`src/rtl/core/assert_macros.svh`:
```
// ----------------------------------------------------------------------------
// Assertion macros
// Shared concurrent assertion forms; define NO_ASSERTIONS to compile them out.
// ----------------------------------------------------------------------------
`ifndef ASSERT_MACROS_SVH
`define ASSERT_MACROS_SVH
`ifndef NO_ASSERTIONS
`define AST_ALWAYS(label, clk, rst, expr) \
   label: assert property (@(posedge clk) disable iff (rst) (expr)) \
      else $error("assertion failed");
`define AST_IMPLIES(label, clk, rst, ante, cons) \
   label: assert property (@(posedge clk) disable iff (rst) (ante) |-> (cons)) \
      else $error("assertion failed");
`else
`define AST_ALWAYS(label, clk, rst, expr)
`define AST_IMPLIES(label, clk, rst, ante, cons)
`endif
`endif

```
`src/rtl/core/tms_pkg.sv`:
```
// ----------------------------------------------------------------------------
// tms_pkg
// Types and constants shared by the Turing machine stepper modules.
// ----------------------------------------------------------------------------
package tms_pkg;

   localparam logic [7:0] BLANK_SYMBOL = 8'h5F;

   localparam logic CSR_STEP_LIMIT  = 1'b0;
   localparam logic CSR_START_STATE = 1'b1;

   typedef enum logic [1:0] {
      CMD_INIT = 2'd0,
      CMD_LOAD = 2'd1,
      CMD_RULE = 2'd2,
      CMD_STEP = 2'd3
   } cmd_type;

   typedef enum logic [3:0] {
      ST_STEPPED     = 4'd0,
      ST_HALTED      = 4'd1,
      ST_LIMIT       = 4'd2,
      ST_RULE_STORED = 4'd3,
      ST_TABLE_FULL  = 4'd4,
      ST_LOADED      = 4'd5,
      ST_INITIALISED = 4'd6,
      ST_OFF_TAPE    = 4'd7,
      ST_TAPE_FULL   = 4'd8
   } status_type;

   typedef enum logic [2:0] {
      BK_CLEAR,
      BK_IDLE,
      BK_RD_HEAD,
      BK_RD_DATA,
      BK_SYM,
      BK_MATCH
   } back_state_type;

   typedef struct packed {
      cmd_type    cmd;
      logic [7:0] tape_symbol;
      logic [7:0] rule_state;
      logic [7:0] rule_read;
      logic [7:0] rule_write;
      logic [1:0] rule_move;
      logic [7:0] rule_next;
   } item_type;

   typedef struct packed {
      logic     valid;
      item_type item;
   } queue_out_type;

   typedef struct packed {
      logic [23:0] step_limit;
      logic [7:0]  start_state;
   } cfg_type;

endpackage

```
`src/rtl/core/tms_front.sv`:
```
// ----------------------------------------------------------------------------
// tms_front
// Accepts commands, decodes them and holds them in a two-entry queue.
// ----------------------------------------------------------------------------
module tms_front (
   input  logic                   clock,
   input  logic                   reset,
   input  logic                   req_valid,
   output logic                   req_stall,
   input  logic [1:0]             req_command,
   input  logic [7:0]             req_tape_symbol,
   input  logic [7:0]             req_rule_state,
   input  logic [7:0]             req_rule_read,
   input  logic [7:0]             req_rule_write,
   input  logic signed [1:0]      req_rule_move,
   input  logic [7:0]             req_rule_next,
   input  logic                   pop,
   output tms_pkg::queue_out_type q_out
);

   tms_pkg::item_type q_ff [2];
   tms_pkg::item_type item_in;
   logic       wr_ptr_ff, wr_ptr_in;
   logic       rd_ptr_ff, rd_ptr_in;
   logic [1:0] cnt_ff, cnt_in;
   logic       push;

   always_comb begin
      item_in.cmd         = tms_pkg::cmd_type'(req_command);
      item_in.tape_symbol = req_tape_symbol;
      item_in.rule_state  = req_rule_state;
      item_in.rule_read   = req_rule_read;
      item_in.rule_write  = req_rule_write;
      item_in.rule_move   = req_rule_move;
      item_in.rule_next   = req_rule_next;
   end

   assign req_stall = (cnt_ff == 2'd2);
   assign push      = req_valid && !req_stall;
   assign q_out.valid = (cnt_ff != 2'd0);
   assign q_out.item  = q_ff[rd_ptr_ff];

   always_comb begin
      wr_ptr_in = push ? !wr_ptr_ff : wr_ptr_ff;
      rd_ptr_in = pop ? !rd_ptr_ff : rd_ptr_ff;
      cnt_in    = cnt_ff + 2'(push) - 2'(pop);
   end

   always_ff @(posedge clock) begin
      if (reset) begin
         wr_ptr_ff <= 1'b0;
         rd_ptr_ff <= 1'b0;
         cnt_ff    <= 2'd0;
      end else begin
         wr_ptr_ff <= wr_ptr_in;
         rd_ptr_ff <= rd_ptr_in;
         cnt_ff    <= cnt_in;
      end
   end

   always_ff @(posedge clock) begin
      if (push) begin
         q_ff[wr_ptr_ff] <= item_in;
      end
   end

endmodule

```
`config.mk`:
```
export PLATFORM = sky130hd
export DESIGN_NAME = tms_front
export DESIGN_NICKNAME = d
export VERILOG_FILES = /design/src/rtl/core/assert_macros.svh /design/src/rtl/core/tms_pkg.sv /design/src/rtl/core/tms_front.sv
export SDC_FILE = /design/constraint.sdc
export NUM_CORES = 1
export LEC_CHECK = 0
export BUFFER_PORTS_ARGS = -buffer_cell sky130_fd_sc_hd__buf_2
export CORE_MARGIN = 5
export CORE_UTILIZATION = 55
export CTS_CLUSTER_DIAMETER = 150
export DETAILED_ROUTE_END_ITERATION = 10
export MAX_ROUTING_LAYER = met4
export PLACE_DENSITY_LB_ADDON = 0.3
export RECOVER_POWER = 25
export SETUP_SLACK_MARGIN = 0.2
export SYNTH_ARGS = -nofsm -noshare
export SYNTH_HDL_FRONTEND = slang
export SYNTH_SLANG_ARGS = --single-unit
```
`constraint.sdc`:
```
create_clock -name clock -period 5.64 [get_ports clock]
set_clock_uncertainty 0.05 [all_clocks]
set_input_delay 0.282 -clock clock [delete_from_list [all_inputs] [get_ports clock]]
set_output_delay 0.282 -clock clock [all_outputs]
set_load 0.01 [all_outputs]
```
==> results of run 1 <==
-- metrics by stage --
step	hold slack, ps	total power, mW	area, um2	setup slack [ps]	util (%)
after floorplan	301	1.07	3410	3490	-
after global placement	420	1.18	3930	3630	65.5
after detailed placement	423	1.19	3930	3590	65.5
after CTS	56.9	1.58	4100	3320	68.4
after global routing	50.4	1.64	4090	3260	68.3
final	75.5	1.56	4090	3370	68.3
-- critical path, cell delays in order (launching register included) --
cell and delay (ps):
dfxtp_2 1020, mux2_2 440, buf_2 140
-- layout by cell type (no fill, tap or decap), types with 2 or more instances in the layout --
master | netlist | layout
edfxtp_1 | 88 | 88
buf_2 | 1 | 87
mux2_2 | 44 | 44
clkbuf_8 | 0 | 9
clkbuf_1 | 0 | 8
dfxtp_1 | 5 | 4
nor2_1 | 3 | 3
inv_1 | 3 | 2
inv_2 | 1 | 2
xnor2_1 | 2 | 2
ha_1 | 2 | 2
-- cell families after synthesis --
family                   count (synthesis)
adder cells (fa/ha/maj)                  2
flip-flops                              93
buffers and inverters                    9
AND/OR/NAND/NOR                          9
multiplexers                            44
AO/OA/AOI/OAI                            2
XOR/XNOR                                 3
-- flip-flops by register name, indices dropped and copies added, names as in the netlist, named ones only --
name and cells:
rd_ptr_ff 1, cnt_ff 2, q_ff 88, wr_ptr_ff 1
-- how the worst max path moves through the flow --
stage / start / endpoint / slack, ps
2_1_floorplan: cnt_ff[0]$_SDFF_PP0_ / q_ff[0][0]$_DFFE_PP_ / 3490
3_3_place_gp: cnt_ff[0]$_SDFF_PP0_ / q_ff[0][36]$_DFFE_PP_ / 3630
3_5_place_dp: cnt_ff[0]$_SDFF_PP0_ / q_ff[0][40]$_DFFE_PP_ / 3590
4_1_cts: flip-flop / q_out[0] / 3320
5_1_grt: flip-flop / q_out[4] / 3260
6_report: flip-flop / q_out[0] / 3370
-- power by group --
group / total [mW] / internal (mW) / switching [mW] / leakage, nW
logic: 0.262 / 0.121 / 0.141 / 0.592
clock network: 0.397 / 0.198 / 0.199 / 0.0867
registers: 0.900 / 0.866 / 0.0339 / 0.862
-- synthesized netlist by cell type --
master | instances | area, um2
mux2_2 | 44 | 495
a21oi_1 | 1 | 5.00
nand2b_2 | 1 | 8.76
and3_2 | 1 | 7.51
o21ai_0 | 1 | 5.00
xor2_1 | 1 | 8.76
ha_1 | 2 | 25.0
nor2b_1 | 1 | 6.26
inv_2 | 1 | 3.75
dfxtp_1 | 5 | 100
nand2_1 | 1 | 3.75
inv_1 | 3 | 11.3
edfxtp_1 | 88 | 2640
buf_2 | 1 | 5.00
xnor2_1 | 2 | 17.5
buf_6 | 4 | 45.0
or3_1 | 1 | 6.26
or2_2 | 1 | 6.26
nor2_1 | 3 | 11.3
-- layer usage --
layer  vias to the layer above  track usage (%)
met5                         -                -
met4                         0             9.07
met3                        13             3.54
met2                        58             26.3
met1                       830             17.4
li1                        822                -
-- final cells by class --
cell class                      instances  area, um2  area share (%)
Timing Repair Buffer                   93        458            11.2
Clock inverter                          3       38.8           0.948
Antenna cell                            1       2.50          0.0612
Sequential cell                        93       2740            67.1
Multi-Input combinational cell         60        607            14.8
Inverter                                4       15.0           0.367
Clock buffer                           11        131            3.21
Tap cell                               75       93.8            2.29
==> flow_summary.toml, run 1 <==
[status]
status = "finished, final reports clean"

[synthesis]
synth_simple_gate_area_share_pct = 1.47
netlist_area_um2 = 3410
ys_seq_area_share_pct = 80.3
synth_seq_cells = 93
synthXorXnorAreaFrac_pct = 0.770
synth-compound-area-share_pct = 0.293
synthMuxAreaShare_pct = 14.5
synth_top_family_by_area = "multiplexers"
synth_fa_ha_area_share_pct = 0.733
postSynthCellCount = 162
synth_area_per_cell_um2 = 21.1
synth_cell_types = 19
yosysWarningCount = 0
syn_nets = 212

[detailed_routing]
num_vias = 1723
routed_wl_mm = 5.72
post_drt_wl_per_cell_um = 16.8
highest_layer = "met4"
drc = 0
wl_met3_um = 353
first_pass_iters = 5
wl_met1_mm = 2.31
ant_nets = 0
drtIter0Drc = 70
met2_length_mm = 2.92
vias_per_cell = 5.07

[sta]
post-route-period-util_pct = 40.2
fmax_mhz = 441
worst_slew_pin_slew_ps = 1060
relSlewSlack_pct = 29.6
setup-violations-final = 0
slew_viol_final = 0
setup_tns_ps = 0
rsz0062_at_grt = "no"
fin_crit_ps = 2270
hold_viol = 0

[min_path]
hp-start = "req_rule_write[4]"
hold_depth = 1
hp-class = "primary input to flip-flop"
min_to = "q_ff[0][14]$_DFFE_PP_"

[clocking]
clk_latency_ps = 330
h-tree-depth = 3
postCtsSetupBuffers = 0
cts-root-buf = "clkbuf_8"
cts_buffers = 9
cts_num_sinks = 93
hold_buffers = 0
cts_resized = 0
clk_pin_slew_ps = 80
cts_tree = "yes"
clockBufferDepth = 2

[global_route]
overflow = 0
groute.usage.overall_pct = 15.8
antenna_found_initial = 1
grt_first_pass_wirelength_mm = 8.63
grt_pass1_vias = 1845
grt_max_degree = 45

[setup_path]
crit_path_max_fanout = 44
reg2reg_depth = 4
end_kind = "output pin"
r2r_start = "cnt_ff[0]$_SDFF_PP0_"
r2r_end = "q_ff[0][27]$_DFFE_PP_"
crit_required_ps = 5310
crit_type = "flip-flop to output pin"
cp.arrival_ps = 1930
regToRegSetupSlack_ps = 3640
critPathLaunchType = "flip-flop"

[pwr]
ir_worst_vdd_v = 0.000265
powerDensity_nw_per_um2 = 381
p_leak_nw = 1.54

[place]
place_hpwl_mm = 3.72
port_buffers = 93
place_inst = 325
gp_congestion = 0.705

[final_layout]
fill_cells = 430
nets = 311
drive_above_1_share_pct = 56.1
area_growth_pct = 19.8
final_cells = 340

[job]
max_cap_violations = 0

[floorplan]
rows = 28
die_w_um = 88.8
ios = 94
fp.coreArea_um2 = 5990
start_util_pct = 57.0
die_area_um2 = 7880
die_h_um = 88.8
Power figures use the tool's default switching activity.
==> run 2: changes to the inputs <==
--- a/config.mk
+++ b/config.mk
@@ -7,7 +7,7 @@
 export LEC_CHECK = 0
 export BUFFER_PORTS_ARGS = -buffer_cell sky130_fd_sc_hd__buf_2
 export CORE_MARGIN = 5
-export CORE_UTILIZATION = 55
+export CORE_UTILIZATION = 51
 export CTS_CLUSTER_DIAMETER = 150
 export DETAILED_ROUTE_END_ITERATION = 10
 export MAX_ROUTING_LAYER = met4
==> constraint.sdc (replaced) <==
create_clock -name clock -period 2.09 [get_ports clock]
set_clock_uncertainty 0.05 [all_clocks]
set_input_delay 0.1045 -clock clock [delete_from_list [all_inputs] [get_ports clock]]
set_output_delay 0.1045 -clock clock [all_outputs]
set_load 0.01 [all_outputs]
==> flow_summary.toml, run 2 (synthesized netlist as in run 1, its figures left out) <==
[floorplan]
ios = 94
die_h_um = 91.8
die_area_um2 = 8430
start_util_pct = 53.2
fp.coreArea_um2 = 6420
die_w_um = 91.8
rows = 29

[sta]
hold_viol = 0
holdWs_ps = 11.7
setup-violations-final = 0
post-route-period-util_pct = 79.9
rsz0062_at_grt = "no"
relSlewSlack_pct = 78.9
slew_viol_final = 0
worst_slew_pin_slew_ps = 316
setup_tns_ps = 0
fmax_mhz = 599
fin_crit_ps = 1670

[place]
gp_congestion = 0.690
place_inst = 332
port_buffers = 93
place_hpwl_mm = 3.83

[final_layout]
reg.largest.list = "q_ff: 88 flops, cnt_ff: 2 flops"
layout_commonest_cell = "edfxtp_1"
top_register = "q_ff"
largest_reg_flops = 88
fin_util_pct = 72.1
drive_above_1_share_pct = 44.2
nets = 362
area_growth_pct = 35.5
final_cell_mix = "edfxtp_1, buf_2, dlygate4sd3_1, mux2_2, clkbuf_1"
num_antenna_cells = 0
final_cells = 394

[global_route]
busiest_layer = "met2"
groute.usage.overall_pct = 16.3
grt_max_degree = 45
grt_pass1_vias = 2159
antenna_found_initial = 0
grt.met2_usage_pct = 28.7
met1_usage_pct = 17.9
use_met3_pct = 5.07
overflow = 0
grt_first_pass_wirelength_mm = 10.2

[detailed_routing]
post_drt_wl_per_cell_um = 16.0
ant_nets = 0
num_vias = 1931
vias_per_cell = 4.90
first_pass_iters = 4
drc = 0
routed_wl_mm = 6.30
drtIter0Drc = 90

[setup_path]
crit_type = "flip-flop to output pin"
crit_required_ps = 1940
cp.arrival_ps = 1520
end_kind = "output pin"
regToRegSetupSlack_ps = 470
r2r_end = "q_ff[0][23]$_DFFE_PP_"
r2r_start = "cnt_ff[0]$_SDFF_PP0_"
crit_path_max_fanout = 24
critPathLaunchType = "flip-flop"
reg2reg_depth = 5

[min_path]
hp-start = "pop"
hp-class = "primary input to flip-flop"
min_to = "rd_ptr_ff$_SDFFE_PP0P_"
hold_depth = 3

[pwr]
p_comb_share_pct = 19.1
ir_worst_vdd_v = 0.000590
seqPwrFrac_pct = 53.2
pwr-share-clk_pct = 27.7
p_sw_share_pct = 24.2
p_leak_nw = 1.73
powerDensity_nw_per_um2 = 970
p_switching_mw = 1.08
intPower_mw = 3.40

[clocking]
cts_tree = "yes"
clk_pin_slew_ps = 80
cts_num_sinks = 93
cts-root-buf = "clkbuf_8"
postCtsSetupBuffers = 0
h-tree-depth = 3
cts_buffers = 9
hold_buffers = 46
clk_latency_ps = 340
cts_resized = 0
clockBufferDepth = 2

[job]
max_cap_violations = 0

[status]
status = "finished, final reports clean"
## run 2: power groups by stage
stage	Combinational [mW]	Clock [mW]	Sequential [mW]
4_1_cts	0.873	1.28	2.39
3_5_place_dp	0.802	0	2.43
2_1_floorplan	0.485	0	2.42
3_3_place_gp	0.793	0	2.42
6_report	0.857	1.24	2.39
5_1_grt	0.932	1.37	2.41
## run 2: layout make-up
cell class	instances	area, um2
Clock inverter	7	90.1
Tap cell	77	96.3
Inverter	4	18.8
Timing Repair Buffer	144	948
Sequential cell	93	2740
Multi-Input combinational cell	60	607
Fill cell	425	1790
Clock buffer	9	124
## run 2: critical path: stages (launching register included)
cell and delay [ps]:
dfxtp_2 330, buf_4 300, mux2_2 400, buf_2 150
## run 2: worst max path at each step
| stage | from | to | slack, ps | depth (start not counted) |
|---|---|---|---|---|
| 3_5_place_dp | cnt_ff[0]$_SDFF_PP0_ | q_ff[0][28]$_DFFE_PP_ | 480 | 5 |
| 4_1_cts | flip-flop | q_out[32] | 390 | 3 |
| 3_3_place_gp | cnt_ff[0]$_SDFF_PP0_ | q_ff[0][24]$_DFFE_PP_ | 500 | 5 |
| 6_report | flip-flop | q_out[32] | 420 | 3 |
| 2_1_floorplan | cnt_ff[0]$_SDFF_PP0_ | q_ff[0][0]$_DFFE_PP_ | 310 | 4 |
| 5_1_grt | flip-flop | q_out[32] | 320 | 3 |
## run 2: metrics by stage
stage          worst slack [ps]  cell area (um2)  power (mW)
2_1_floorplan               312             3420        2.90
3_3_place_gp                502             3980        3.21
3_5_place_dp                482             3980        3.23
4_1_cts                     392             4660        4.54
5_1_grt                     324             4630        4.71
6_report                    419             4630        4.49
## run 2: layer usage
| layer | up-vias | wire length [um] |
|---|---|---|
| met1 | 936 | 2500 |
| met3 | 4 | 332 |
| met4 | 0 | 31 |
| met5 | - | 0 |
| met2 | 67 | 3430 |
| li1 | 924 | - |
==> run 3: changes to the inputs <==
==> constraint.sdc (replaced) <==
create_clock -name clock -period 1.61 [get_ports clock]
set_clock_uncertainty 0.05 [all_clocks]
set_input_delay 0.0805 -clock clock [delete_from_list [all_inputs] [get_ports clock]]
set_output_delay 0.0805 -clock clock [all_outputs]
set_load 0.01 [all_outputs]
==> flow_summary.toml, run 3 (synthesized netlist as in run 1, its figures left out) <==
[final_layout]
largest_reg_flops = 88
reg.largest.list = "q_ff: 88 flops, cnt_ff: 2 flops"
top_register = "q_ff"
fin_util_pct = 74.9
fill_cells = 408
final_cell_mix = "edfxtp_1, buf_2, dlygate4sd3_1, mux2_2, clkbuf_1"
area_growth_pct = 40.9
layout_commonest_cell = "edfxtp_1"
drive_above_1_share_pct = 48.4
nets = 367
final_cells = 400

[floorplan]
die_h_um = 91.8
die_area_um2 = 8430
fp.coreArea_um2 = 6420
ios = 94
rows = 29
die_w_um = 91.8
start_util_pct = 53.2

[pwr]
powerDensity_nw_per_um2 = 1230
p_sw_share_pct = 25.2
seqPwrFrac_pct = 52.8
p_leak_nw = 1.80
ir_worst_vdd_v = 0.00105
p_comb_share_pct = 22.4
pwr-share-clk_pct = 24.8
intPower_mw = 4.42
p_switching_mw = 1.49

[clocking]
clk_pin_slew_ps = 80
clockBufferDepth = 2
clk_latency_ps = 330
h-tree-depth = 3
cts_buffers = 9
cts_num_sinks = 93
cts-root-buf = "clkbuf_8"
cts_tree = "yes"

[setup_path]
critPathLaunchType = "flip-flop"
critPathSlowestCell = "dfxtp_2"
cp.arrival_ps = 1530
timing.critical_path.max_delay_family = "simple AND/OR/NAND/NOR gates"
crit_type = "flip-flop to flip-flop"
worstPathCellList = "nand2b_4, inv_4, or3_4, clkinvlp_4, buf_12"
crit_path_max_fanout = 24
crit_required_ps = 1600
crit_path_max_incr_delay_ps = 340
end_kind = "flip-flop"
critical_path_buf_inv_count = 3

[min_path]
hp-class = "primary input to flip-flop"

[sta]
setup-violations-final = 0
setup_tns_ps = 0
fmax_mhz = 649
worst_slack_ps = 68.9
hold_viol = 0
post-route-period-util_pct = 95.7
worst_slew_pin_slew_ps = 182
fin_crit_ps = 1540
relSlewSlack_pct = 87.7
rsz0062_at_grt = "yes"
slew_viol_final = 0

[detailed_routing]
drtIter0Drc = 55
vias_per_cell = 4.94
ant_nets = 0
first_pass_iters = 4
drc = 0
post_drt_wl_per_cell_um = 17.4
num_vias = 1976
routed_wl_mm = 6.96

[place]
place_hpwl_mm = 4.35
port_buffers = 93
place_inst = 336
gp_congestion = 0.687
pre_cts_ws_ps = 68.8

[global_route]
grt_first_pass_wirelength_mm = 11.1
grt_pass1_vias = 2262
grt_max_degree = 25
overflow = 0
antenna_found_initial = 0
groute.usage.overall_pct = 17.4

[status]
status = "finished, final reports clean"

[job]
max_cap_violations = 0
[run 3: area by class of cell]
| cell class | count | area (um2) | area share [%] |
|---|---|---|---|
| antenna | 1 | 2.50 | 0.0520 |
| tap | 77 | 96.3 | 2.00 |
| multi-input combinational | 60 | 672 | 14.0 |
| clock inverter | 6 | 62.6 | 1.30 |
| clock buffer | 10 | 128 | 2.65 |
| timing repair buffer | 149 | 1080 | 22.4 |
| sequential | 93 | 2750 | 57.2 |
| inverter | 4 | 21.3 | 0.442 |
[run 3: worst paths after layout]
check | start | to | slack [ps] | depth (start not counted)
max | cnt_ff[0]$_SDFF_PP0_ | q_ff[0][36]$_DFFE_PP_ | 70 | 5
min | pop | flip-flop | 40 | 3
max reg2reg | cnt_ff[0]$_SDFF_PP0_ | q_ff[0][36]$_DFFE_PP_ | 70 | 5
min reg2reg | rd_ptr_ff$_SDFFE_PP0P_ | flip-flop | 490 | 2
[run 3: timing repair]
action                     4_1_cts  5_1_grt
hold endpoints to repair        93        0
hold buffers                    45        0
cloned                           0        0
setup endpoints to repair       89       90
pin swaps                        4        2
buffers inserted                 1        1
resized for setup               16        2
[run 3: metal layers]
metal  vias to the layer above  global-route usage (%)  routed length (um)
met3                         7                    3.68                 295
li1                        935                       -                   -
met2                        57                    31.2                3840
met1                       977                    19.2                2740
met4                         0                    6.44                  87
met5                         -                       -                   0
[run 3: worst register-to-register path, cell delays in order (launching register included)]
cell	delay [ps]
dfxtp_2	340
nand2b_4	150
inv_4	40
or3_4	340
clkinvlp_4	130
buf_12	190
[run 3: power groups by stage]
stage / Combinational (mW) / Sequential (mW) / Clock [mW]
detailed placement: 1.14 / 3.18 / 0
floorplan: 0.648 / 3.14 / 0
global placement: 1.12 / 3.15 / 0
global route: 1.42 / 3.16 / 1.61
finish: 1.32 / 3.12 / 1.46
CTS: 1.30 / 3.12 / 1.51
[run 3: stage by stage]
stage               instance area [um2]  hold slack (ps)  power (mW)
finish                             4810             43.9        5.91
global route                       4810             64.4        6.19
CTS                                4810             31.4        5.93
detailed placement                 4090              222        4.31
global placement                   4090              220        4.27
floorplan                          3430             94.7        3.79
